--- config.mk ---
export PLATFORM = sky130hd
export DESIGN_NAME = debug_packet_framer_flat
export DESIGN_NICKNAME = d
export VERILOG_FILES = /design/src/sv/dpf_pkg.sv /design/src/sv/dpf_if.sv /design/src/sv/dpf_char_gen.sv /design/src/sv/debug_packet_framer.sv /design/src/flat_wrapper.sv
export SDC_FILE = /design/constraint.sdc
export NUM_CORES = 1
export LEC_CHECK = 0
export ABC_AREA = 0
export BUFFER_PORTS_ARGS = -buffer_cell sky130_fd_sc_hd__buf_2
export CAP_MARGIN = 20
export CORE_AREA = 5 5 95 119
export DETAILED_ROUTE_END_ITERATION = 12
export DIE_AREA = 0 0 100 124
export GPL_ROUTABILITY_DRIVEN = 0
export PLACE_DENSITY = 0.55
export REMOVE_ABC_BUFFERS = 1
export SETUP_SLACK_MARGIN = 0.05
export SLEW_MARGIN = 25
export SYNTH_ARGS = -nofsm -noshare
export SYNTH_HDL_FRONTEND = slang
export SYNTH_SLANG_ARGS = --single-unit
--- constraint.sdc ---
create_clock -name i_clk -period 3.5 [get_ports i_clk]
set_input_delay 0.875 -clock i_clk [delete_from_list [all_inputs] [get_ports i_clk]]
set_output_delay 0.875 -clock i_clk [all_outputs]
set_load 0.005 [all_outputs]
--- src/sv/dpf_pkg.sv ---
// types, codes and the hex digit function of the debug packet framer
package dpf_pkg;

    localparam logic [1:0] FUNC_START = 2'd0;
    localparam logic [1:0] FUNC_RAW   = 2'd1;
    localparam logic [1:0] FUNC_HEX   = 2'd2;
    localparam logic [1:0] FUNC_END   = 2'd3;

    localparam logic [7:0] CHAR_HASH = 8'h23;

    typedef struct packed {
        logic [1:0] func;
        logic [7:0] data_byte;
    } t_cmd;

    typedef struct packed {
        logic [7:0] out_char;
        logic       last;
        logic       overflow;
    } t_beat;

    // upper-case ascii hex digit of one nibble
    function automatic logic [7:0] hex_char(input logic [3:0] nib);
        logic [7:0] ch;
        if (nib < 4'd10) begin
            ch = 8'h30 + {4'd0, nib};
        end else begin
            ch = 8'h37 + {4'd0, nib};
        end
        return ch;
    endfunction

endpackage

--- src/sv/dpf_if.sv ---
// valid/ready stream interfaces for command and character beats
interface dpf_in_if;
    logic       valid;
    logic       ready;
    logic [1:0] func;
    logic [7:0] data_byte;

    modport source (output valid, output func, output data_byte, input ready);
    modport sink   (input valid, input func, input data_byte, output ready);
endinterface

interface dpf_out_if;
    logic       valid;
    logic       ready;
    logic [7:0] out_char;
    logic       last;
    logic       overflow;

    modport source (output valid, output out_char, output last, output overflow, input ready);
    modport sink   (input valid, input out_char, input last, input overflow, output ready);
endinterface

--- src/sv/dpf_char_gen.sv ---
// character slot generator: one framed character and the next sum and count
module dpf_char_gen
    import dpf_pkg::*;
#(
    parameter int unsigned CNT_W = 11
) (
    input  t_cmd             i_cmd,
    input  logic [1:0]       i_slot,
    input  logic [7:0]       i_sum,
    input  logic [7:0]       i_chk,
    input  logic [CNT_W-1:0] i_count,
    input  logic             i_full,
    output t_beat            o_beat,
    output logic [7:0]       o_sum,
    output logic [CNT_W-1:0] o_count
);

    logic [7:0] ch;
    logic       counted;
    logic       last;

    always_comb begin
        ch      = i_cmd.data_byte;
        counted = 1'b1;
        last    = 1'b1;
        unique case (i_cmd.func)
            FUNC_START: begin
                counted = 1'b0;
            end
            FUNC_RAW: begin
                ch = i_cmd.data_byte;
            end
            FUNC_HEX: begin
                last = (i_slot != 2'd0);
                ch   = hex_char((i_slot == 2'd0) ? i_cmd.data_byte[7:4]
                                                 : i_cmd.data_byte[3:0]);
            end
            FUNC_END: begin
                priority if (i_slot == 2'd0) begin
                    ch   = CHAR_HASH;
                    last = 1'b0;
                end else if (i_slot == 2'd1) begin
                    ch   = hex_char(i_chk[7:4]);
                    last = 1'b0;
                end else begin
                    ch   = hex_char(i_chk[3:0]);
                end
            end
            default: begin
                counted = 1'b0;
            end
        endcase
    end

    always_comb begin
        o_beat.last = last;
        if (!counted) begin
            // marker clears the packet state and is never dropped
            o_beat.out_char = ch;
            o_beat.overflow = 1'b0;
            o_sum           = 8'd0;
            o_count         = '0;
        end else if (i_full) begin
            o_beat.out_char = 8'd0;
            o_beat.overflow = 1'b1;
            o_sum           = i_sum;
            o_count         = i_count;
        end else begin
            o_beat.out_char = ch;
            o_beat.overflow = 1'b0;
            o_sum           = i_sum + ch;
            o_count         = i_count + {{(CNT_W-1){1'b0}}, 1'b1};
        end
    end

endmodule

--- src/sv/debug_packet_framer.sv ---
// debug packet framer top level: command register, slot sequencer, output register
//
//  channel   dir  modport  payload
//  i_cmd     in   sink     func[1:0], data_byte[7:0]
//  o_char    out  source   out_char[7:0], last, overflow
//
// one character beat per cycle while o_char does not stall: start and raw make one character, hex two, end three;
// the command register takes the next beat in the cycle the last character
// of the current one is written to the output register
// sum, count and valid flags clear on synchronous active-low reset
// a stall on o_char holds the output register and, through it, the sequencer
module debug_packet_framer
    import dpf_pkg::*;
#(
    parameter int unsigned PACKET_CAPACITY = 1024
) (
    input  logic      i_clk,
    input  logic      i_rst_n,
    dpf_in_if.sink    i_cmd,
    dpf_out_if.source o_char
);

    // count must reach the capacity itself
    localparam int unsigned CNT_W = $clog2(PACKET_CAPACITY + 1);
    localparam logic [CNT_W-1:0] CAP = CNT_W'(PACKET_CAPACITY);

    // command register and slot sequencer
    logic             r_busy;
    t_cmd             r_cmd;
    logic [1:0]       r_slot;

    // packet state; r_chk holds the sum as it stood when an end beat began
    logic [7:0]       r_sum;
    logic [7:0]       r_chk;
    logic [CNT_W-1:0] r_count;

    // output register
    logic             r_out_valid;
    t_beat            r_out;

    t_beat            n_beat;
    logic [7:0]       n_sum;
    logic [CNT_W-1:0] n_count;

    logic             out_free;
    logic             adv;
    logic             fin;
    logic             acc;

    dpf_char_gen #(
        .CNT_W (CNT_W)
    ) u_char_gen (
        .i_cmd   (r_cmd),
        .i_slot  (r_slot),
        .i_sum   (r_sum),
        .i_chk   (r_chk),
        .i_count (r_count),
        .i_full  (r_count == CAP),
        .o_beat  (n_beat),
        .o_sum   (n_sum),
        .o_count (n_count)
    );

    // a slot is produced whenever a command is held and the output register can take it
    assign out_free = !r_out_valid || o_char.ready;
    assign adv      = r_busy && out_free;
    assign fin      = adv && n_beat.last;

    assign i_cmd.ready = !r_busy || fin;
    assign acc         = i_cmd.valid && i_cmd.ready;

    always_ff @(posedge i_clk) begin
        if (!i_rst_n) begin
            r_busy      <= 1'b0;
            r_slot      <= 2'd0;
            r_sum       <= 8'd0;
            r_count     <= '0;
            r_out_valid <= 1'b0;
        end else begin
            if (acc) begin
                r_busy <= 1'b1;
                r_slot <= 2'd0;
            end else if (fin) begin
                r_busy <= 1'b0;
            end else if (adv) begin
                r_slot <= r_slot + 2'd1;
            end

            if (adv) begin
                r_sum   <= n_sum;
                r_count <= n_count;
            end

            if (adv) begin
                r_out_valid <= 1'b1;
            end else if (o_char.ready) begin
                r_out_valid <= 1'b0;
            end
        end
    end

    // payload registers, no reset
    always_ff @(posedge i_clk) begin
        if (acc) begin
            r_cmd.func      <= i_cmd.func;
            r_cmd.data_byte <= i_cmd.data_byte;
        end
        // checksum snapshot before the '#' adds to the sum
        if (adv && (r_cmd.func == FUNC_END) && (r_slot == 2'd0)) begin
            r_chk <= r_sum;
        end
        if (adv) begin
            r_out <= n_beat;
        end
    end

    assign o_char.valid    = r_out_valid;
    assign o_char.out_char = r_out.out_char;
    assign o_char.last     = r_out.last;
    assign o_char.overflow = r_out.overflow;

endmodule

--- src/flat_wrapper.sv ---
// flat-port wrapper written by rule: the top's interface ports become plain ports
module debug_packet_framer_flat import dpf_pkg::*;
#(
    parameter int unsigned PACKET_CAPACITY = 1024
)
  (i_clk, i_rst_n, i_cmd_valid, i_cmd_func, i_cmd_data_byte, i_cmd_ready, o_char_valid, o_char_out_char, o_char_last, o_char_overflow, o_char_ready);
  dpf_in_if i_cmd_i ();
  dpf_out_if o_char_i ();
  input  logic i_clk;
  input  logic i_rst_n;
  input wire logic [$bits(i_cmd_i.valid)-1:0] i_cmd_valid;
  input wire logic [$bits(i_cmd_i.func)-1:0] i_cmd_func;
  input wire logic [$bits(i_cmd_i.data_byte)-1:0] i_cmd_data_byte;
  output wire logic [$bits(i_cmd_i.ready)-1:0] i_cmd_ready;
  output wire logic [$bits(o_char_i.valid)-1:0] o_char_valid;
  output wire logic [$bits(o_char_i.out_char)-1:0] o_char_out_char;
  output wire logic [$bits(o_char_i.last)-1:0] o_char_last;
  output wire logic [$bits(o_char_i.overflow)-1:0] o_char_overflow;
  input wire logic [$bits(o_char_i.ready)-1:0] o_char_ready;
  assign i_cmd_i.valid = i_cmd_valid;
  assign i_cmd_i.func = i_cmd_func;
  assign i_cmd_i.data_byte = i_cmd_data_byte;
  assign i_cmd_ready = i_cmd_i.ready;
  assign o_char_valid = o_char_i.valid;
  assign o_char_out_char = o_char_i.out_char;
  assign o_char_last = o_char_i.last;
  assign o_char_overflow = o_char_i.overflow;
  assign o_char_i.ready = o_char_ready;
  debug_packet_framer #(.PACKET_CAPACITY(PACKET_CAPACITY)) u_core (.i_clk(i_clk), .i_rst_n(i_rst_n), .i_cmd(i_cmd_i), .o_char(o_char_i));
endmodule
Word-level counts from Yosys, hierarchy flattened
Cells that the tools add are included.
- $add $sub $neg: 9
- magnitude comparators: 3
- equal/unequal tests: 5
- muxes and demuxes: 21
- bitwise operators: 2
- reduce and logical (&&, ||, !) cells: 17
- operators with widths (operator ; count):
    $mux 8 ; 6
    $add 6x4->7 const A ; 6
    $mux 11 ; 2
    $mux 7 ; 3
    $pmux 8 s2 ; 1
    $lt 4x4->1 const B ; 3
    $add 11x1->11 const B ; 1
    $eq 11x11->1 const B ; 1
    $add 8x8->8 ; 1
    $mux 1 ; 7
    $reduce_bool 2->1 ; 3
    $logic_and 1x1->1 ; 5
    $eq 2x2->1 const B ; 2
    $logic_not 2->1 ; 2
    $mux 4 ; 1
    $reduce_and 2->1 ; 2
    $add 2x1->2 const B ; 1
    $eq 2x1->1 const B ; 1
    $logic_not 1->1 ; 2
    $logic_or 1x1->1 ; 2
    $ne 2x1->1 const B ; 1
    $not 1->1 ; 2
    $pmux 1 s2 ; 1
    $reduce_or 2->1 ; 1
- register bits: 51
- input port bits: 14
- output and inout port bits: 12
- logic and storage cells: 68

Depth between registers and ports, before layout
- depth in word-level cells: 8
- mapped depth: 17
- mapped depth without buffers: 16

Hierarchy
Synthesis repeated with hierarchy kept, for this count alone.
- cell total of the unflattened synthesis: 364
- area total of the unflattened synthesis: 3201.8 sq um
- modules (own cells, without submodules) (module ; instances ; cells an instance ; area an instance (sq um) ; seq. area each (sq um)):
    debug_packet_framer ; 1 ; 145 ; 1845.5 ; 1301.2
    dpf_char_gen ; 1 ; 219 ; 1356.3 ; 0.0

Worst setup path after synthesis
No wires, ideal clock.
- path type: flip-flop to flip-flop
- start: reg u_core.r_slot[0]
- end: reg u_core.r_sum[7]
- setup time: 0.114 ns
- arrival time: 3.010 ns
- required time: 3.386 ns
- slack: 0.376 ns
- stages on the path, launching flop included: 16
- buffers on the path: 1
- clock period less this slack: 3.124 ns
- cell sequence: dfxtp_1 -> inv_1 -> ha_1 -> buf_2 -> o32ai_1 -> mux2i_1 -> o21ai_1 -> mux2i_1 -> inv_1 -> ha_1 -> a211oi_1 -> nor2_1 -> o211ai_1 -> a21oi_1 -> o211ai_1 -> a21bo_1
- word-level cells in the longest chain between the ends: 8
- elaborated cells between the ends (all ways): 13
- classes of those cells: 3 x add/sub; 1 x order compare; 1 x eq/ne; 7 x mux; 1 x reduce/logical
- ends and longest elaborated chain (what ; RTL line ; RTL):
    from (decl) ; debug_packet_framer.sv:30 ; logic [1:0] r_slot;
    from (signal assigned) ; debug_packet_framer.sv:86 ; r_slot <= r_slot + 2'd1;
    $logic_not 2->1 ; dpf_char_gen.sv:35, dpf_char_gen.sv:39 ;
    $mux 4 ; dpf_char_gen.sv:35 ; ch = hex_char((i_slot == 2'd0) ? i_cmd.data_byte[7:4]
    $add 6x4->7, or another cell as far along ; dpf_pkg.sv:28 ; ch = 8'h37 + {4'd0, nib};
    $mux 7 ; dpf_pkg.sv:25 ; if (nib < 4'd10) begin
    $pmux 8 s2 (*) ; dpf_char_gen.sv:26 ; unique case (i_cmd.func)
    $add 8x8->8 (*) ; dpf_char_gen.sv:71 ; o_sum = i_sum + ch;
    $mux 8 (*) ; dpf_char_gen.sv:63 ; end else if (i_full) begin
    $mux 8 (*) ; dpf_char_gen.sv:57 ; if (!counted) begin
    to (signal assigned) ; debug_packet_framer.sv:90 ; r_sum <= n_sum;
    to (decl) ; debug_packet_framer.sv:33 ; logic [7:0] r_sum;
Every way passes the cells marked *; elsewhere a longest branch is shown, timed or not. The select of a mux whose other input is x is not followed.
A chain may end at the register's enable or synchronous reset.

Final worst setup path
Same ends and word-level chain as after synthesis.

==> impl_metrics.csv <==
group,metric,value,unit
status,status,"complete, no violations",
timing,maxSlewHeadroom,59.24,%
yosys,yosysWarningCount,0,
yosys,synth_area_leaders,"edfxtp_1 (30%), dfxtp_1 (16%), ha_1 (6.2%)",
clock_network,post-cts-setup-buffers,0,
finish,seqCellArea,1301,µm²
power_and_ir_drop,leakage,0.001251,µW
yosys,seq_area_frac_synth,46.30,%
clock_network,cts.reportedPaths.clkPinSlew,0.07,ns
drt,num_vias,2105,
yosys,async_flop_share,0,%
drt,drt_iter0_markers,66,
yosys,synth_top_cell_by_area,"edfxtp_1",
timing,setup_viol,0,
clock_network,cts_hold_buf,0,
timing,fin_skew,0.005240,ns
timing,hold_violations,0,
yosys,synth.most_common_cell,"edfxtp_1",
worst_setup_path,crit_type,"register to register",
finish,area_delta_synth_final,15.89,%
floorplanning,rows,41,
global_routing,top_usage_layer,"met2",
clock_network,htree_levels,2,
power_and_ir_drop,vdd_drop_max,0.2297,mV
floorplanning,die_h,124,µm
worst_setup_path,crit_fanout,9,
yosys,synth_common_cells,"edfxtp_1 (28), nor2_1 (24), dfxtp_1 (23)",
global_routing,antenna_found_initial,0,
power_and_ir_drop,seqPwrFrac,50.5,%
floorplanning,die_w,100,µm
timing,tns,0,ns
power_and_ir_drop,power,1361,µW
power_and_ir_drop,clkPwrFrac,36.1,%
global_routing,grt_pass1_vias,2161,
global_routing,grt_use_met2,18.70,%
drt,drc,0,
global_routing,met1_usage,11.93,%
yosys,synth_top_area_share,29.92,%
placement,io_buffer_count,25,
drt,avgRoutedWirePerCell,13.84,µm
yosys,syn_inst,288,
yosys,synth_cell_types,54,
timing,min_period_over_period,91.51,%
timing,period_minus_slack,3.203,ns
worst_setup_path,worstPathRequired,3.69,ns
placement,post_dp_cell_area,3083,µm²
worst_setup_path,start_kind,"register",
timing,tightestPinTransition,0.6091,ns
power_and_ir_drop,swShare,25.86,%
finish,n_antenna_cell,0,
worst_hold_path,min_path_type,"register to register",
drt,dr.pass1.iters,4,
worst_setup_path,worst_setup_path_end_kind,"register",
finish,nets,343,
timing,rsz0062_at_grt,"no",
timing,worst_hold_slack,0.4619,ns
yosys,syn_area,2810,µm²
clock_network,cts-root-buf,"clkbuf_16",
global_routing,grtUsageTotal,10.37,%
clock_network,clk_path_buf_depth,2,
floorplanning,start_util,28.09,%
clock_network,cts_buffers,5,
finish,final_area,3257,µm²
clock_network,clock_sinks,51,
finish,nFillCells,1063,
power_and_ir_drop,p_int,1009,µW
finish,final_layout_size_suffix_gt1_share,16.19,%
power_and_ir_drop,p_sw,352.1,µW
power_and_ir_drop,comb_power_share,13.4,%
timing,fmax,312.2,MHz
drt,detail-route-antenna-nets,0,
floorplanning,die_area,12400,µm²
clock_network,cts_tree,"built",
floorplanning,design.core.area,10000,µm²
drt,viasPerCell,4.741,
global_routing,grtUsageMet3,1.737,%
global_routing,grt_pass1_wl,10180,µm
global_routing,grt_max_degree,19,
yosys,synth_edf_count,28,
yosys,ys_ff_latch,51,
floorplanning,io_pins,26,
yosys,synth-main-ff-cell,"edfxtp_1",
finish,multi_input_area,1395,µm²
drt,drt_wl_total,6144,µm
power_and_ir_drop,power_density,418.0,nW/µm²
finish,fin_util,32.56,%
clock_network,worstSkewPairLatency,0.29,ns
worst_setup_path,cp_data_arrival_time,3.39,ns
run,drv_cap,0,
placement,hpwl,4634,µm
global_routing,overflow,0,
yosys,post_synth.cell_area_avg,9.758,µm²
timing,drv_slew,0,
[cell usage in the layout (no fill, tap or decap), types with 3 or more instances in the layout]
cell type and count:
nand2_1 13, nand2b_1 5, and2_1 3, a21boi_1 5
a31oi_1 4, nor2_1 24, nor3_1 9, xor2_1 7
buf_2 25, nor2b_1 17, o21ai_0 4, a211oi_1 4
xnor2_1 7, inv_1 21, clkbuf_16 5, nand3_1 14
mux2i_1 6, o21ai_1 7, o21a_1 3, ha_1 13
o31ai_1 4, buf_4 5, edfxtp_1 28, and3_1 4
dfxtp_1 23, a21oi_1 15
[through the flow]
stage               cells  setup slack, ns
detailed placement    436           0.1843
global placement      436           0.2883
floorplan             277           0.3730
CTS                   444           0.1502
finish                444           0.2971
global route          444          0.04185
[power groups by stage]
stage	clock network [µW]	logic (µW)	registers, µW
2_1_floorplan	0	121	695
3_3_place_gp	0	179	701
3_5_place_dp	0	180	701
4_1_cts	507	181	687
5_1_grt	533	205	692
6_report	492	182	687
[sequential cells by signal, summed over array words and instances, names as in the netlist]
name / cells
u_core.o_char.last: 1
u_core.o_char.out_char: 8
u_core.o_char.overflow: 1
u_core.o_char.valid: 1
u_core.r_busy: 1
u_core.r_chk: 8
u_core.r_cmd: 10
u_core.r_count: 11
u_core.r_slot: 2
u_core.r_sum: 8
[layout make-up]
| class | count | share of cell area (%) |
|---|---|---|
| clock buffer | 5 | 3.842 |
| clock inverter | 3 | 0.7683 |
| inverter | 23 | 2.651 |
| multi-input combinational | 203 | 42.84 |
| sequential | 51 | 39.95 |
| tap | 129 | 4.956 |
| timing repair buffer | 30 | 4.994 |
[critical path, cell delays in order, from the launching register on]
cell,delay (ns)
dfxtp_1,0.32
inv_1,0.11
ha_1,0.22
buf_4,0.18
mux2_2,0.36
mux2i_1,0.15
o21ai_1,0.08
mux2i_1,0.20
inv_1,0.07
ha_1,0.32
a211oi_2,0.28
nor2_1,0.11
o211ai_1,0.21
a21oi_1,0.11
o211ai_1,0.18
a21bo_1,0.21
[repair_timing]
| action | 4_1_cts | 5_1_grt |
|---|---|---|
| resized for setup | 0 | 6 |
| endpoints found under the hold margin | 0 | 0 |
| endpoints found under the setup margin | 0 | 3 |
[cell families after synthesis]
| group | after synthesis | synth area share [%] |
|---|---|---|
| and+or+nand+nor | 105 | 20.53 |
| AOI/OAI and AO/OA | 62 | 14.43 |
| DFF | 51 | 46.30 |
| buffers and inverters | 34 | 4.898 |
| adders and majority gates | 15 | 6.946 |
| xor gates and xnor gates | 14 | 4.363 |
| muxes | 7 | 2.538 |
[layer usage]
metal,routed length [µm],up-vias
li1,-,1072
met1,2625,988
met2,3140,30
met3,176,15
met4,202,0
met5,0,-
[path summary, 6_finish.rpt]
path | startpoint | to | slack (ns) | cells after the start
setup / recovery | u_core.r_slot[0]$_SDFFE_PP0P_ | u_core.r_sum[7]$_SDFFE_PN0P_ | 0.30 | 15
hold / removal | u_core.r_slot[1]$_SDFFE_PP0P_ | u_core.r_slot[1]$_SDFFE_PP0P_ | 0.46 | 2
setup reg to reg | u_core.r_slot[0]$_SDFFE_PP0P_ | u_core.r_sum[7]$_SDFFE_PN0P_ | 0.30 | 15
hold reg to reg | u_core.r_slot[1]$_SDFFE_PP0P_ | u_core.r_slot[1]$_SDFFE_PP0P_ | 0.46 | 2
Note: power is estimated with default switching activity, not from simulation.
